File: src/design/ktce_pkg.sv
`default_nettype none
package ktce_pkg;

    typedef enum logic [2:0] {
        OP_OPEN   = 3'd0,
        OP_CLOSE  = 3'd1,
        OP_SUBMIT = 3'd2,
        OP_FRAME  = 3'd3,
        OP_TICK   = 3'd4
    } op_e;

    typedef enum logic [2:0] {
        KIND_MEM_WRITE  = 3'd0,
        KIND_MEM_READ   = 3'd1,
        KIND_PROP_WRITE = 3'd2,
        KIND_PROP_READ  = 3'd3
    } kind_e;

    typedef enum logic [2:0] {
        FT_ACK     = 3'd0,
        FT_NAK     = 3'd1,
        FT_DISC    = 3'd2,
        FT_CONNECT = 3'd3,
        FT_DATA    = 3'd4
    } ftype_e;

    typedef enum logic [3:0] {
        EV_CONNECT      = 4'd0,
        EV_DISCONNECT   = 4'd1,
        EV_REQUEST      = 4'd2,
        EV_ACK          = 4'd3,
        EV_OPENED       = 4'd4,
        EV_CLOSED       = 4'd5,
        EV_IDLE         = 4'd6,
        EV_NAK_LIMIT    = 4'd7,
        EV_NO_ACK       = 4'd8,
        EV_DATA         = 4'd9,
        EV_QUEUE_FULL   = 4'd10,
        EV_FRAME_STATUS = 4'd11
    } ev_e;

    localparam logic [0:0] CFG_MAX_RETRIES = 1'b0;
    localparam logic [0:0] CFG_ACK_TIMEOUT = 1'b1;
    localparam logic [3:0] MAX_RETRIES_RST = 4'd3;
    localparam logic [15:0] ACK_TIMEOUT_RST = 16'd3000;

    typedef struct packed {
        logic [2:0]  operation;
        logic [15:0] peer_addr;
        logic [2:0]  request_kind;
        logic [15:0] mem_addr;
        logic [7:0]  item_count;
        logic [7:0]  object_index;
        logic [7:0]  property_id;
        logic [11:0] start_index;
        logic [7:0]  payload_tag;
        logic [2:0]  frame_type;
        logic        frame_is_group;
        logic [3:0]  frame_seq;
    } in_word_t;

    typedef struct packed {
        logic [2:0]  kind;
        logic [15:0] mem;
        logic [7:0]  count;
        logic [7:0]  obj;
        logic [7:0]  prop;
        logic [11:0] start;
        logic [7:0]  tag;
    } req_t;

    localparam int REQ_W = $bits(req_t);

    typedef struct packed {
        logic [3:0]  event_res;
        logic [15:0] dest_addr;
        logic [2:0]  out_kind;
        logic [15:0] out_mem_addr;
        logic [7:0]  out_count;
        logic [7:0]  out_object_index;
        logic [7:0]  out_property_id;
        logic [11:0] out_start_index;
        logic [7:0]  out_payload_tag;
        logic [3:0]  out_seq;
        logic        frame_claimed;
        logic        last;
    } out_word_t;

    // classified command handed from front to back
    typedef struct packed {
        logic [2:0]  operation;
        logic [15:0] peer_addr;
        req_t        req;
        logic [2:0]  frame_type;
        logic        frame_is_group;
        logic [3:0]  frame_seq;
    } cmd_t;

    localparam int CMD_W = $bits(cmd_t);

endpackage
`default_nettype wire

File: src/design/knx_transport_connection_engine.sv
`default_nettype none
// An accepted word is registered in the front end's two-entry buffer and is taken into the back
// end's command register when the back end is idle; an item writes up to four result words.
// The back end takes the next item only once it is idle and the result buffer has drained, so
// items do not overlap; it writes at most one result word a cycle.
// Reset: async active low; connection closed, queue empty, registers 3 and 3000.
module knx_transport_connection_engine #(
    parameter int QUEUE_DEPTH = 16
) (
    input  wire logic                clk,
    input  wire logic                rst_n,
    input  wire logic                push,
    output logic                     full,
    input  wire ktce_pkg::in_word_t  in_word,
    output logic                     empty,
    input  wire logic                pop,
    output ktce_pkg::out_word_t      out_word,
    input  wire logic                cfg_we,
    input  wire logic                cfg_index,
    input  wire logic [15:0]         cfg_data
);
    import ktce_pkg::*;

    logic cmd_valid, cmd_pop;
    cmd_t cmd;

    ktce_front u_front (
        .clk      (clk),
        .rst_n    (rst_n),
        .push     (push),
        .full     (full),
        .in_word  (in_word),
        .cmd_valid(cmd_valid),
        .cmd_pop  (cmd_pop),
        .cmd      (cmd)
    );

    ktce_back #(.QUEUE_DEPTH(QUEUE_DEPTH)) u_back (
        .clk      (clk),
        .rst_n    (rst_n),
        .cfg_we   (cfg_we),
        .cfg_index(cfg_index),
        .cfg_data (cfg_data),
        .cmd_valid(cmd_valid),
        .cmd_pop  (cmd_pop),
        .cmd      (cmd),
        .empty    (empty),
        .pop      (pop),
        .out_word (out_word)
    );
endmodule
`default_nettype wire

File: src/design/ktce_ram.sv
`default_nettype none
module ktce_ram #(
    parameter int WIDTH = 8,
    parameter int DEPTH = 16
) (
    input  wire logic                     clk,
    input  wire logic                     we,
    input  wire logic [$clog2(DEPTH)-1:0] waddr,
    input  wire logic [WIDTH-1:0]         wdata,
    input  wire logic [$clog2(DEPTH)-1:0] raddr,
    output logic      [WIDTH-1:0]         rdata
);
    logic [WIDTH-1:0] mem [DEPTH];

    always_ff @(posedge clk)
    begin
        if (we)
        begin
            mem[waddr] <= wdata;
        end
        rdata <= mem[raddr];
    end
endmodule
`default_nettype wire

File: src/design/ktce_front.sv
`default_nettype none
module ktce_front (
    input  wire logic               clk,
    input  wire logic               rst_n,
    input  wire logic               push,
    output logic                    full,
    input  wire ktce_pkg::in_word_t in_word,
    output logic                    cmd_valid,
    input  wire logic               cmd_pop,
    output ktce_pkg::cmd_t          cmd
);
    import ktce_pkg::*;

    cmd_t cmd_in;
    cmd_t slot_reg [2];
    logic [1:0] cnt_reg, cnt_next;
    logic wp_reg, rp_reg;
    logic acc;

    always_comb
    begin
        cmd_in = '0;
        cmd_in.operation = in_word.operation;
        cmd_in.peer_addr = in_word.peer_addr;
        cmd_in.frame_type = in_word.frame_type;
        cmd_in.frame_is_group = in_word.frame_is_group;
        cmd_in.frame_seq = in_word.frame_seq;
        cmd_in.req.kind = in_word.request_kind;
        case (in_word.request_kind)
            KIND_MEM_WRITE:
            begin
                cmd_in.req.mem = in_word.mem_addr;
                cmd_in.req.tag = in_word.payload_tag;
            end
            KIND_MEM_READ:
            begin
                cmd_in.req.mem = in_word.mem_addr;
                cmd_in.req.count = in_word.item_count;
            end
            KIND_PROP_WRITE, KIND_PROP_READ:
            begin
                cmd_in.req.count = in_word.item_count;
                cmd_in.req.obj = in_word.object_index;
                cmd_in.req.prop = in_word.property_id;
                cmd_in.req.start = in_word.start_index;
                if (in_word.request_kind == KIND_PROP_WRITE)
                begin
                    cmd_in.req.tag = in_word.payload_tag;
                end
            end
            default: ;
        endcase
    end

    assign full = (cnt_reg == 2'd2);
    assign acc = push && !full;
    assign cmd_valid = (cnt_reg != 2'd0);
    assign cmd = slot_reg[rp_reg];
    assign cnt_next = cnt_reg + {1'b0, acc} - {1'b0, cmd_pop};

    always_ff @(posedge clk)
    begin
        if (acc)
        begin
            slot_reg[wp_reg] <= cmd_in;
        end
    end

    always_ff @(posedge clk or negedge rst_n)
    begin
        if (!rst_n)
        begin
            cnt_reg <= '0;
            wp_reg <= 1'b0;
            rp_reg <= 1'b0;
        end
        else
        begin
            cnt_reg <= cnt_next;
            if (acc)
            begin
                wp_reg <= !wp_reg;
            end
            if (cmd_pop)
            begin
                rp_reg <= !rp_reg;
            end
        end
    end
endmodule
`default_nettype wire

File: src/design/ktce_back.sv
`default_nettype none
module ktce_back #(
    parameter int QUEUE_DEPTH = 16
) (
    input  wire logic                clk,
    input  wire logic                rst_n,
    input  wire logic                cfg_we,
    input  wire logic                cfg_index,
    input  wire logic [15:0]         cfg_data,
    input  wire logic                cmd_valid,
    output logic                     cmd_pop,
    input  wire ktce_pkg::cmd_t      cmd,
    output logic                     empty,
    input  wire logic                pop,
    output ktce_pkg::out_word_t      out_word
);
    import ktce_pkg::*;

    localparam int QA = (QUEUE_DEPTH > 1) ? $clog2(QUEUE_DEPTH) : 1;
    localparam int QF = $clog2(QUEUE_DEPTH + 1);
    localparam logic [QF-1:0] QFULL = QF'(QUEUE_DEPTH);
    localparam logic [QA-1:0] QLAST = QA'(QUEUE_DEPTH - 1);

    typedef enum logic [1:0] {S_IDLE, S_RUN, S_FETCH, S_READ} state_e;

    state_e state_reg;
    logic [3:0] max_retries_reg;
    logic [15:0] ack_timeout_reg;
    logic open_reg, awaiting_reg;
    logic [15:0] peer_reg, timer_reg;
    logic [3:0] sseq_reg, rseq_reg, iseq_reg;
    logic [4:0] retry_reg;
    req_t inflight_reg;
    logic [QA-1:0] head_reg;
    logic [QF-1:0] fill_reg;
    cmd_t cur_reg;
    logic [2:0] step_reg;
    logic claim_reg;

    out_word_t obuf_reg [4];
    logic [1:0] orp_reg, owp_reg;
    logic [2:0] ocnt_reg;

    logic ram_we;
    logic [QA-1:0] ram_waddr, ram_raddr;
    logic [REQ_W-1:0] ram_rdata;

    ktce_ram #(.WIDTH(REQ_W), .DEPTH(1 << QA)) u_queue (
        .clk  (clk),
        .we   (ram_we),
        .waddr(ram_waddr),
        .wdata(cur_reg.req),
        .raddr(ram_raddr),
        .rdata(ram_rdata)
    );

    function automatic logic [QA-1:0] qinc(input logic [QA-1:0] a);
        qinc = (a == QLAST) ? '0 : a + 1'b1;
    endfunction

    function automatic logic [QA-1:0] qadd(input logic [QA-1:0] a, input logic [QF-1:0] f);
        logic [QF:0] s;
        s = {1'b0, QF'(a)} + {1'b0, f};
        if (s >= {1'b0, QFULL})
        begin
            s = s - {1'b0, QFULL};
        end
        qadd = s[QA-1:0];
    endfunction

    function automatic out_word_t mk(input logic [3:0] ev, input logic [15:0] dst,
                                      input logic [3:0] sq, input logic cl);
        out_word_t w;
        w = '0;
        w.event_res = ev;
        w.dest_addr = dst;
        w.out_seq = sq;
        w.frame_claimed = cl;
        mk = w;
    endfunction

    logic [15:0] tload;
    logic claim;
    logic claim_now;
    logic ack_ok;
    logic [4:0] retry_inc;

    assign tload = (ack_timeout_reg == 16'd0) ? 16'd1 : ack_timeout_reg;
    assign claim = open_reg && !cur_reg.frame_is_group &&
                   (cur_reg.peer_addr == peer_reg || cur_reg.peer_addr == 16'd0) &&
                   (cur_reg.frame_type <= FT_DATA);
    assign claim_now = (step_reg == 3'd0) ? claim : claim_reg;
    assign ack_ok = awaiting_reg && cur_reg.frame_seq == iseq_reg;
    assign retry_inc = retry_reg + 5'd1;

    assign empty = (ocnt_reg == 3'd0);
    assign out_word = obuf_reg[orp_reg];
    // output buffer must be empty before an item runs
    assign cmd_pop = (state_reg == S_IDLE) && cmd_valid && empty;
    assign ram_raddr = head_reg;
    assign ram_waddr = qadd(head_reg, fill_reg);
    assign ram_we = (state_reg == S_RUN) && (step_reg == 3'd0) &&
                    cur_reg.operation == OP_SUBMIT && open_reg && fill_reg != QFULL;

    // per-item emission: up to 4 words written, one per cycle
    logic em;
    out_word_t emw;
    logic done;

    always_ff @(posedge clk)
    begin
        if (em)
        begin
            obuf_reg[owp_reg] <= emw;
        end
    end

    always_comb
    begin
        emw = '0;
        em = 1'b0;
        done = 1'b0;
        if (state_reg == S_FETCH)
        begin
            em = 1'b1;
            emw = mk(EV_REQUEST, peer_reg, sseq_reg, 1'b0);
            emw.out_kind = ram_rdata[REQ_W-1 -: 3];
            {emw.out_kind, emw.out_mem_addr, emw.out_count, emw.out_object_index,
             emw.out_property_id, emw.out_start_index, emw.out_payload_tag} = ram_rdata;
            emw.last = (cur_reg.operation != OP_FRAME);
            done = 1'b1;
        end
        else if (state_reg == S_RUN)
        begin
            case (cur_reg.operation)
                OP_OPEN:
                begin
                    if (open_reg && peer_reg == cur_reg.peer_addr)
                    begin
                        done = 1'b1;
                    end
                    else if (open_reg)
                    begin
                        em = 1'b1;
                        emw = mk(EV_DISCONNECT, peer_reg, 4'd0, 1'b0);
                    end
                    else
                    begin
                        em = 1'b1;
                        if (step_reg[0] == 1'b0)
                        begin
                            emw = mk(EV_CONNECT, cur_reg.peer_addr, 4'd0, 1'b0);
                        end
                        else
                        begin
                            emw = mk(EV_OPENED, 16'd0, 4'd0, 1'b0);
                            emw.last = 1'b1;
                            done = 1'b1;
                        end
                    end
                end
                OP_CLOSE:
                begin
                    if (open_reg)
                    begin
                        em = 1'b1;
                        emw = mk(EV_DISCONNECT, peer_reg, 4'd0, 1'b0);
                    end
                    else if (step_reg == 3'd0)
                    begin
                        done = 1'b1;
                    end
                    else
                    begin
                        em = 1'b1;
                        emw = mk(EV_CLOSED, 16'd0, 4'd0, 1'b0);
                        if (cur_reg.frame_type != FT_CONNECT)
                        begin
                            emw.last = 1'b1;
                            done = 1'b1;
                        end
                    end
                end
                OP_SUBMIT:
                begin
                    if (!open_reg)
                    begin
                        done = 1'b1;
                    end
                    else if (fill_reg == QFULL)
                    begin
                        em = 1'b1;
                        emw = mk(EV_QUEUE_FULL, 16'd0, 4'd0, 1'b0);
                        emw.last = 1'b1;
                        done = 1'b1;
                    end
                    else if (awaiting_reg)
                    begin
                        done = 1'b1;
                    end
                end
                OP_FRAME:
                begin
                    if (!claim_now || step_reg == 3'd7)
                    begin
                        em = 1'b1;
                        emw = mk(EV_FRAME_STATUS, 16'd0, 4'd0, claim_now);
                        emw.last = 1'b1;
                        done = 1'b1;
                    end
                    else
                    begin
                        case (cur_reg.frame_type)
                            FT_ACK:
                            begin
                                if (step_reg == 3'd1)
                                begin
                                    em = 1'b1;
                                    emw = mk(EV_IDLE, 16'd0, 4'd0, 1'b0);
                                end
                            end
                            FT_NAK:
                            begin
                                if (step_reg == 3'd0 && awaiting_reg)
                                begin
                                    em = 1'b1;
                                    if (retry_inc > {1'b0, max_retries_reg})
                                    begin
                                        emw = mk(EV_NAK_LIMIT, 16'd0, 4'd0, 1'b0);
                                    end
                                    else
                                    begin
                                        emw = mk(EV_REQUEST, peer_reg, iseq_reg, 1'b0);
                                        {emw.out_kind, emw.out_mem_addr, emw.out_count,
                                         emw.out_object_index, emw.out_property_id,
                                         emw.out_start_index, emw.out_payload_tag} =
                                            inflight_reg;
                                    end
                                end
                                else if (step_reg != 3'd0)
                                begin
                                    em = 1'b1;
                                    emw = (step_reg == 3'd1) ?
                                        mk(EV_DISCONNECT, peer_reg, 4'd0, 1'b0) :
                                        mk(EV_CLOSED, 16'd0, 4'd0, 1'b0);
                                end
                            end
                            FT_DISC:
                            begin
                                em = 1'b1;
                                emw = mk(EV_CLOSED, 16'd0, 4'd0, 1'b0);
                            end
                            FT_DATA:
                            begin
                                em = 1'b1;
                                emw = (step_reg == 3'd0) ?
                                    mk(EV_ACK, peer_reg, cur_reg.frame_seq, 1'b0) :
                                    mk(EV_DATA, 16'd0, 4'd0, 1'b0);
                            end
                            default: ;
                        endcase
                    end
                end
                OP_TICK:
                begin
                    if (timer_reg == 16'd0 || timer_reg != 16'd1 || !awaiting_reg)
                    begin
                        done = 1'b1;
                    end
                    else if (retry_inc > {1'b0, max_retries_reg})
                    begin
                        em = 1'b1;
                        emw = mk(EV_NO_ACK, 16'd0, 4'd0, 1'b0);
                    end
                    else
                    begin
                        em = 1'b1;
                        emw = mk(EV_REQUEST, peer_reg, iseq_reg, 1'b0);
                        {emw.out_kind, emw.out_mem_addr, emw.out_count,
                         emw.out_object_index, emw.out_property_id,
                         emw.out_start_index, emw.out_payload_tag} = inflight_reg;
                        emw.last = 1'b1;
                        done = 1'b1;
                    end
                end
                default:
                begin
                    done = 1'b1;
                end
            endcase
        end
    end

    always_ff @(posedge clk or negedge rst_n)
    begin
        if (!rst_n)
        begin
            state_reg <= S_IDLE;
            max_retries_reg <= MAX_RETRIES_RST;
            ack_timeout_reg <= ACK_TIMEOUT_RST;
            open_reg <= 1'b0;
            awaiting_reg <= 1'b0;
            peer_reg <= '0;
            timer_reg <= '0;
            sseq_reg <= '0;
            rseq_reg <= '0;
            iseq_reg <= '0;
            retry_reg <= '0;
            head_reg <= '0;
            fill_reg <= '0;
            step_reg <= '0;
            claim_reg <= 1'b0;
            orp_reg <= '0;
            owp_reg <= '0;
            ocnt_reg <= '0;
            cur_reg <= '0;
            inflight_reg <= '0;
        end
        else
        begin
            if (cfg_we)
            begin
                case (cfg_index)
                    CFG_MAX_RETRIES: max_retries_reg <= cfg_data[3:0];
                    CFG_ACK_TIMEOUT: ack_timeout_reg <= cfg_data;
                    default: ;
                endcase
            end
            if (em)
            begin
                owp_reg <= owp_reg + 2'd1;
            end
            if (pop && !empty)
            begin
                orp_reg <= orp_reg + 2'd1;
            end
            ocnt_reg <= ocnt_reg + {2'b0, em} - {2'b0, pop && !empty};

            case (state_reg)
                S_IDLE:
                begin
                    step_reg <= '0;
                    if (cmd_pop)
                    begin
                        cur_reg <= cmd;
                        state_reg <= S_RUN;
                    end
                end
                S_READ:
                begin
                    state_reg <= S_FETCH;
                end
                S_FETCH:
                begin
                    inflight_reg <= ram_rdata;
                    head_reg <= qinc(head_reg);
                    fill_reg <= fill_reg - 1'b1;
                    iseq_reg <= sseq_reg;
                    awaiting_reg <= 1'b1;
                    retry_reg <= '0;
                    timer_reg <= tload;
                    if (cur_reg.operation == OP_FRAME)
                    begin
                        state_reg <= S_RUN;
                    end
                    else
                    begin
                        state_reg <= S_IDLE;
                    end
                end
                S_RUN:
                begin
                    step_reg <= step_reg + 3'd1;
                    if (step_reg == 3'd0)
                    begin
                        claim_reg <= claim;
                    end
                    case (cur_reg.operation)
                        OP_OPEN:
                        begin
                            if (!(open_reg && peer_reg == cur_reg.peer_addr))
                            begin
                                if (open_reg)
                                begin
                                    // closing half of a reopen
                                    timer_reg <= '0;
                                    fill_reg <= '0;
                                    head_reg <= '0;
                                    awaiting_reg <= 1'b0;
                                    open_reg <= 1'b0;
                                    cur_reg.operation <= OP_CLOSE;
                                    cur_reg.frame_type <= FT_CONNECT;
                                end
                                else if (step_reg[0] == 1'b0)
                                begin
                                    peer_reg <= cur_reg.peer_addr;
                                    sseq_reg <= '0;
                                    rseq_reg <= '0;
                                    awaiting_reg <= 1'b0;
                                    retry_reg <= '0;
                                    head_reg <= '0;
                                    fill_reg <= '0;
                                end
                                else
                                begin
                                    open_reg <= 1'b1;
                                end
                            end
                        end
                        OP_CLOSE:
                        begin
                            if (open_reg)
                            begin
                                timer_reg <= '0;
                                fill_reg <= '0;
                                head_reg <= '0;
                                awaiting_reg <= 1'b0;
                                open_reg <= 1'b0;
                                cur_reg.frame_type <= FT_ACK;
                            end
                            else if (step_reg != 3'd0 && cur_reg.frame_type == FT_CONNECT)
                            begin
                                cur_reg.operation <= OP_OPEN;
                                step_reg <= '0;
                            end
                        end
                        OP_SUBMIT:
                        begin
                            if (open_reg && fill_reg != QFULL)
                            begin
                                fill_reg <= fill_reg + 1'b1;
                                if (!awaiting_reg)
                                begin
                                    state_reg <= S_READ;
                                end
                            end
                        end
                        OP_FRAME:
                        begin
                            if (claim_now && step_reg != 3'd7)
                            begin
                                case (cur_reg.frame_type)
                                    FT_ACK:
                                    begin
                                        if (step_reg == 3'd0)
                                        begin
                                            if (ack_ok)
                                            begin
                                                timer_reg <= '0;
                                                sseq_reg <= sseq_reg + 4'd1;
                                                awaiting_reg <= 1'b0;
                                                if (fill_reg != '0)
                                                begin
                                                    state_reg <= S_FETCH;
                                                    step_reg <= 3'd7;
                                                end
                                            end
                                            else
                                            begin
                                                step_reg <= 3'd7;
                                            end
                                        end
                                        else
                                        begin
                                            step_reg <= 3'd7;
                                        end
                                    end
                                    FT_NAK:
                                    begin
                                        if (step_reg == 3'd0)
                                        begin
                                            if (!awaiting_reg)
                                            begin
                                                step_reg <= 3'd7;
                                            end
                                            else
                                            begin
                                                retry_reg <= retry_inc;
                                                if (retry_inc > {1'b0, max_retries_reg})
                                                begin
                                                    timer_reg <= '0;
                                                end
                                                else
                                                begin
                                                    timer_reg <= tload;
                                                    step_reg <= 3'd7;
                                                end
                                            end
                                        end
                                        else if (step_reg == 3'd1)
                                        begin
                                            fill_reg <= '0;
                                            head_reg <= '0;
                                            awaiting_reg <= 1'b0;
                                            open_reg <= 1'b0;
                                        end
                                        else
                                        begin
                                            step_reg <= 3'd7;
                                        end
                                    end
                                    FT_DISC:
                                    begin
                                        timer_reg <= '0;
                                        open_reg <= 1'b0;
                                        fill_reg <= '0;
                                        head_reg <= '0;
                                        awaiting_reg <= 1'b0;
                                        step_reg <= 3'd7;
                                    end
                                    FT_DATA:
                                    begin
                                        if (step_reg == 3'd0)
                                        begin
                                            if (cur_reg.frame_seq == rseq_reg)
                                            begin
                                                rseq_reg <= rseq_reg + 4'd1;
                                            end
                                        end
                                        else
                                        begin
                                            step_reg <= 3'd7;
                                        end
                                    end
                                    default:
                                    begin
                                        step_reg <= 3'd7;
                                    end
                                endcase
                            end
                        end
                        OP_TICK:
                        begin
                            if (timer_reg != 16'd0)
                            begin
                                timer_reg <= timer_reg - 16'd1;
                                if (timer_reg == 16'd1 && awaiting_reg)
                                begin
                                    retry_reg <= retry_inc;
                                    if (retry_inc > {1'b0, max_retries_reg})
                                    begin
                                        awaiting_reg <= 1'b0;
                                        cur_reg.operation <= OP_CLOSE;
                                    end
                                    else
                                    begin
                                        timer_reg <= tload;
                                    end
                                end
                            end
                        end
                        default: ;
                    endcase
                    if (done)
                    begin
                        state_reg <= S_IDLE;
                    end
                end
                default:
                begin
                    state_reg <= S_IDLE;
                end
            endcase
        end
    end
endmodule
`default_nettype wire
File: config.mk
export PLATFORM = sky130hd
export DESIGN_NAME = knx_transport_connection_engine
export DESIGN_NICKNAME = d
export VERILOG_FILES = /design/src/design/ktce_pkg.sv /design/src/design/knx_transport_connection_engine.sv /design/src/design/ktce_ram.sv /design/src/design/ktce_front.sv /design/src/design/ktce_back.sv
export SDC_FILE = /design/constraint.sdc
export NUM_CORES = 2
export LEC_CHECK = 0
export BUFFER_PORTS_ARGS = -buffer_cell sky130_fd_sc_hd__buf_2
export CAP_MARGIN = 20
export CORE_MARGIN = 2
export CORE_UTILIZATION = 30
export CTS_BUF_LIST = sky130_fd_sc_hd__clkbuf_16
export CTS_CLUSTER_DIAMETER = 150
export DETAILED_ROUTE_END_ITERATION = 10
export GPL_ROUTABILITY_DRIVEN = 0
export HOLD_SLACK_MARGIN = 0.1
export SLEW_MARGIN = 20
export SYNTH_ARGS = -nofsm -noshare
export SYNTH_HDL_FRONTEND = slang
export SYNTH_SLANG_ARGS = --single-unit
File: constraint.sdc
create_clock -name clk -period 4.8 [get_ports clk]
set_input_delay 1.2 -clock clk [delete_from_list [all_inputs] [get_ports clk]]
set_output_delay 1.2 -clock clk [all_outputs]
set_load 0.03 [all_outputs]
==> results by group <==
Cells and area
  – Commonest non-fill, non-tap cells in the layout: edfxtp_1, mux2i_1, o21ai_0
  – Multi-input gate area: 17500 sq um
  – Layout area overhead: 15.26%
  – # fillers: 22494
  – Register Area: 53820 sq um
  – Final #Nets: 4423
  – Number of flip-flops in the largest register: ~1000
  – Share of layout cells above drive strength 1: 0.2232
  – Most common cell after layout, fill and taps aside: edfxtp_1

Worst hold path
  – Hold path start: u_back.u_queue.rdata[4]
  – Worst min-delay path class: register to register

STA
  – Tcrit/Tclk final: 0.8315
  – Setup TNS: 0 ps
  – Final number of setup-violating endpoints: 0
  – Least-Margin Pin Slew: 1002 ps
  – RSZ-0062 raised after global routing: false
  – Final hold violations: 0
  – Final Critical Period: 3991 ps
  – Slew headroom: 0.3321
  – Clock skew: ~50 ps
  – Final Max Slew Viols: 0
  – Fmax achieved: roughly 250 MHz

Yosys
  – Async set-reset flop share out of synthesis: 0.1328
  – FF+latch count, synth: 1853
  – Yosys warns: 0
  – Top cells by area, synth: edfxtp_1, dfrtp_1, mux4_2
  – Syn_nets: 4170
  – Most used DFF post-synth: edfxtp_1
  – Largest area contributor in the netlist: edfxtp_1
  – Yosys top cell area share: 0.6421
  – Cell variety after synth: 96
  – Post-synthesis cell area: 72210 sq um
  – Post-Syn Instances: 4026
  – Post-synthesis sequential area ratio: 0.7449
  – EDFF count, synth: roughly 1500
  – Syn Area/Cell: between 15 and 20 sq um

Floorplanning
  – Initial Util: 0.3011
  – Core footprint: 239900 sq um
  – Die Wd: 494.6 microns
  – Ports: 203
  – FP Rows: 180
  – Die H: 494.6 microns
  – Die area: 244600 sq um

Global routing
  – Initial antenna violation count: 27
  – Vias in the first global route: 37330
  – GR Overflow Total: 0
  – Global-route wire length before repair: 248800 microns
  – All-layer global routing usage: 0.1354
  – Pin count of the biggest net entering global routing: 131

Pwr
  – Leakage: around 29 nW
  – Flop pwr share: 0.482
  – Clk network pwr share: 0.275
  – Pint: between 0.03 and 0.04 W
  – Power, Total: 0.04919 W
  – Net Sw Frac: 0.3222
  – Peak VDD IR: 408.0 uV
  – Comb pwr share: 0.243
  – Switch Pwr: 0.01585 W
  – Pwr per Cell Area: approximately 600 nW/um^2

Clocking
  – Later-pin clock latency in the skew report: 820 ps
  – Root Buffer: clkbuf_16
  – Clock buffer count from CTS: 174
  – Clock slew at reported path FFs: 60 ps
  – Post-CTS setup buffers: 0
  – Clk sinks: 1853
  – H-tree depth: 4
  – CTS tree: built
  – PostCTS Resize Cnt: 0
  – Cts hold-fix bufs: 0
  – Max Root-Sink Buffers: 3

Drt
  – Routed WL per cell: between 20 and 25 microns
  – Via density: between 4 and 5
  – TritonRoute pass-1 iters: 6
  – Antenna Nets Post-Route: 0
  – Via count: about 37000
  – Total Wirelength: 168800 microns
  – Initial drt markers: 3293
  – DRC: 0

Setup path
  – CP Launch Type: register
  – Worst Path Buf+Inv: 2
  – CP required: 3600 ps
  – Critical-path top delay cell: dfrtp_4
  – Crit. End Element: output port
  – WS Path Type: register to output port
  – Crit path from: u_back.orp_reg[0]
  – Largest delay contributor family on the critical path: flip-flops
  – Worst-path fanout max: 43
  – Critical-path cell list: buf_12 -> mux4_2 -> buf_2
  – Worst EP arrival: 2790 ps
  – Slowest stage delay, CP: a little over 700 ps
  – RR Startpoint: u_back.step_reg[0]

Placement
  – Final HPWL DP: roughly 100000 microns
  – IO buf count: 202

Outcome
  – Outcome: finished clean

Job
  – Max cap viols: 0
-- cell usage after synthesis, types with 13 or more instances --
master / n
nor3_1: 21
mux2i_1: 285
buf_1: 28
nand2_1: 207
a22oi_1: 71
dfrtp_1: 237
o21ai_1: 13
a221oi_1: 63
edfxtp_1: 1544
buf_2: 34
dfxtp_1: 63
xnor2_1: 21
mux2_2: 161
a21oi_1: 112
a22o_1: 82
o21ai_0: 238
clkbuf_1: 144
o31ai_1: 22
nor2_1: 79
inv_1: 37
and2_1: 65
ha_1: 30
xor2_1: 22
nor4_1: 16
nand3_1: 24
mux4_2: 215
-- worst reg2reg max path: cells and delay by family (launching register included) --
family,cells,cell delay (ps)
compound gates,3,1130
simple gates,4,1120
buf+inv,2,490
flops,1,460
fa+ha+maj,1,270
-- routing by layer --
| metal | vias to the layer above | track usage | part of all wire |
|---|---|---|---|
| li1 | 16521 | - | - |
| met1 | 19115 | 0.1900 | 0.45 |
| met2 | 1013 | 0.2202 | 0.48 |
| met3 | 249 | 0.02028 | 0.052 |
| met4 | 0 | 0.03325 | 0.019 |
| met5 | - | 0 | 0 |
-- power by group through the flow --
stage	clock (W)	sequential (W)	combinational (W)
4_1_cts	0.0139	0.0237	0.0122
3_5_place_dp	0	0.0241	0.0121
5_1_grt	0.0145	0.0241	0.0129
2_1_floorplan	0	0.0226	0.00878
3_3_place_gp	0	0.0239	0.0120
6_report	0.0135	0.0237	0.0119
-- logic make-up (layout without fill, tap and decap cells) --
logic type,Yosys count,after routing,synth area share
flip-flops,1853,1853,0.7449
AO/OA/AOI/OAI,686,686,0.06295
adder cells (fa/ha/maj),32,32,0.005752
multiplexers,664,664,0.1323
buffers and inverters,256,661,0.01506
AND/OR/NAND/NOR,492,492,0.03382
other,0,2,0
XOR/XNOR,43,43,0.005215
-- stage by stage --
stage | area [sq um] | std cells | hold WS [ps] | util | setup slack, ps
final | 83230 | 7618 | 488.6 | 0.3470 | 808.8
after global routing | 83230 | 7617 | 507.1 | 0.3470 | 609.7
after CTS | 83230 | 7616 | 480.7 | 0.3470 | 658.8
after detailed placement | 77560 | 7288 | 480.5 | 0.3233 | 1012
after global placement | 77560 | 7288 | 472.1 | 0.3233 | 1024
after floorplan | 72230 | 4026 | 449.8 | - | -402.6
-- worst paths after layout --
check	endpoint	slack (ps)	cells past startpoint
hold reg to reg	u_back.inflight_reg[4]	490	1
setup / recovery	out_word[30]	810	3
max in group asynchronous	u_back.inflight_reg[19]	3380	2
hold / removal	u_back.inflight_reg[4]	490	1
setup reg to reg	u_back.obuf_reg[0][85]	960	10
min in group asynchronous	u_back.ack_timeout_reg[6]	510	1
-- layout make-up --
class / count / share of cell area
Sequential cell: 1853 / 0.6466
Multi-Input combinational cell: 1917 / 0.2103
Clock buffer: 178 / 0.05352
Tap cell: 3185 / 0.04788
Timing Repair Buffer: 296 / 0.02541
Clock inverter: 150 / 0.01463
Inverter: 37 / 0.001669
Antenna cell: 2 / 0.00006013
Note: power is estimated with default switching activity, not from simulation.
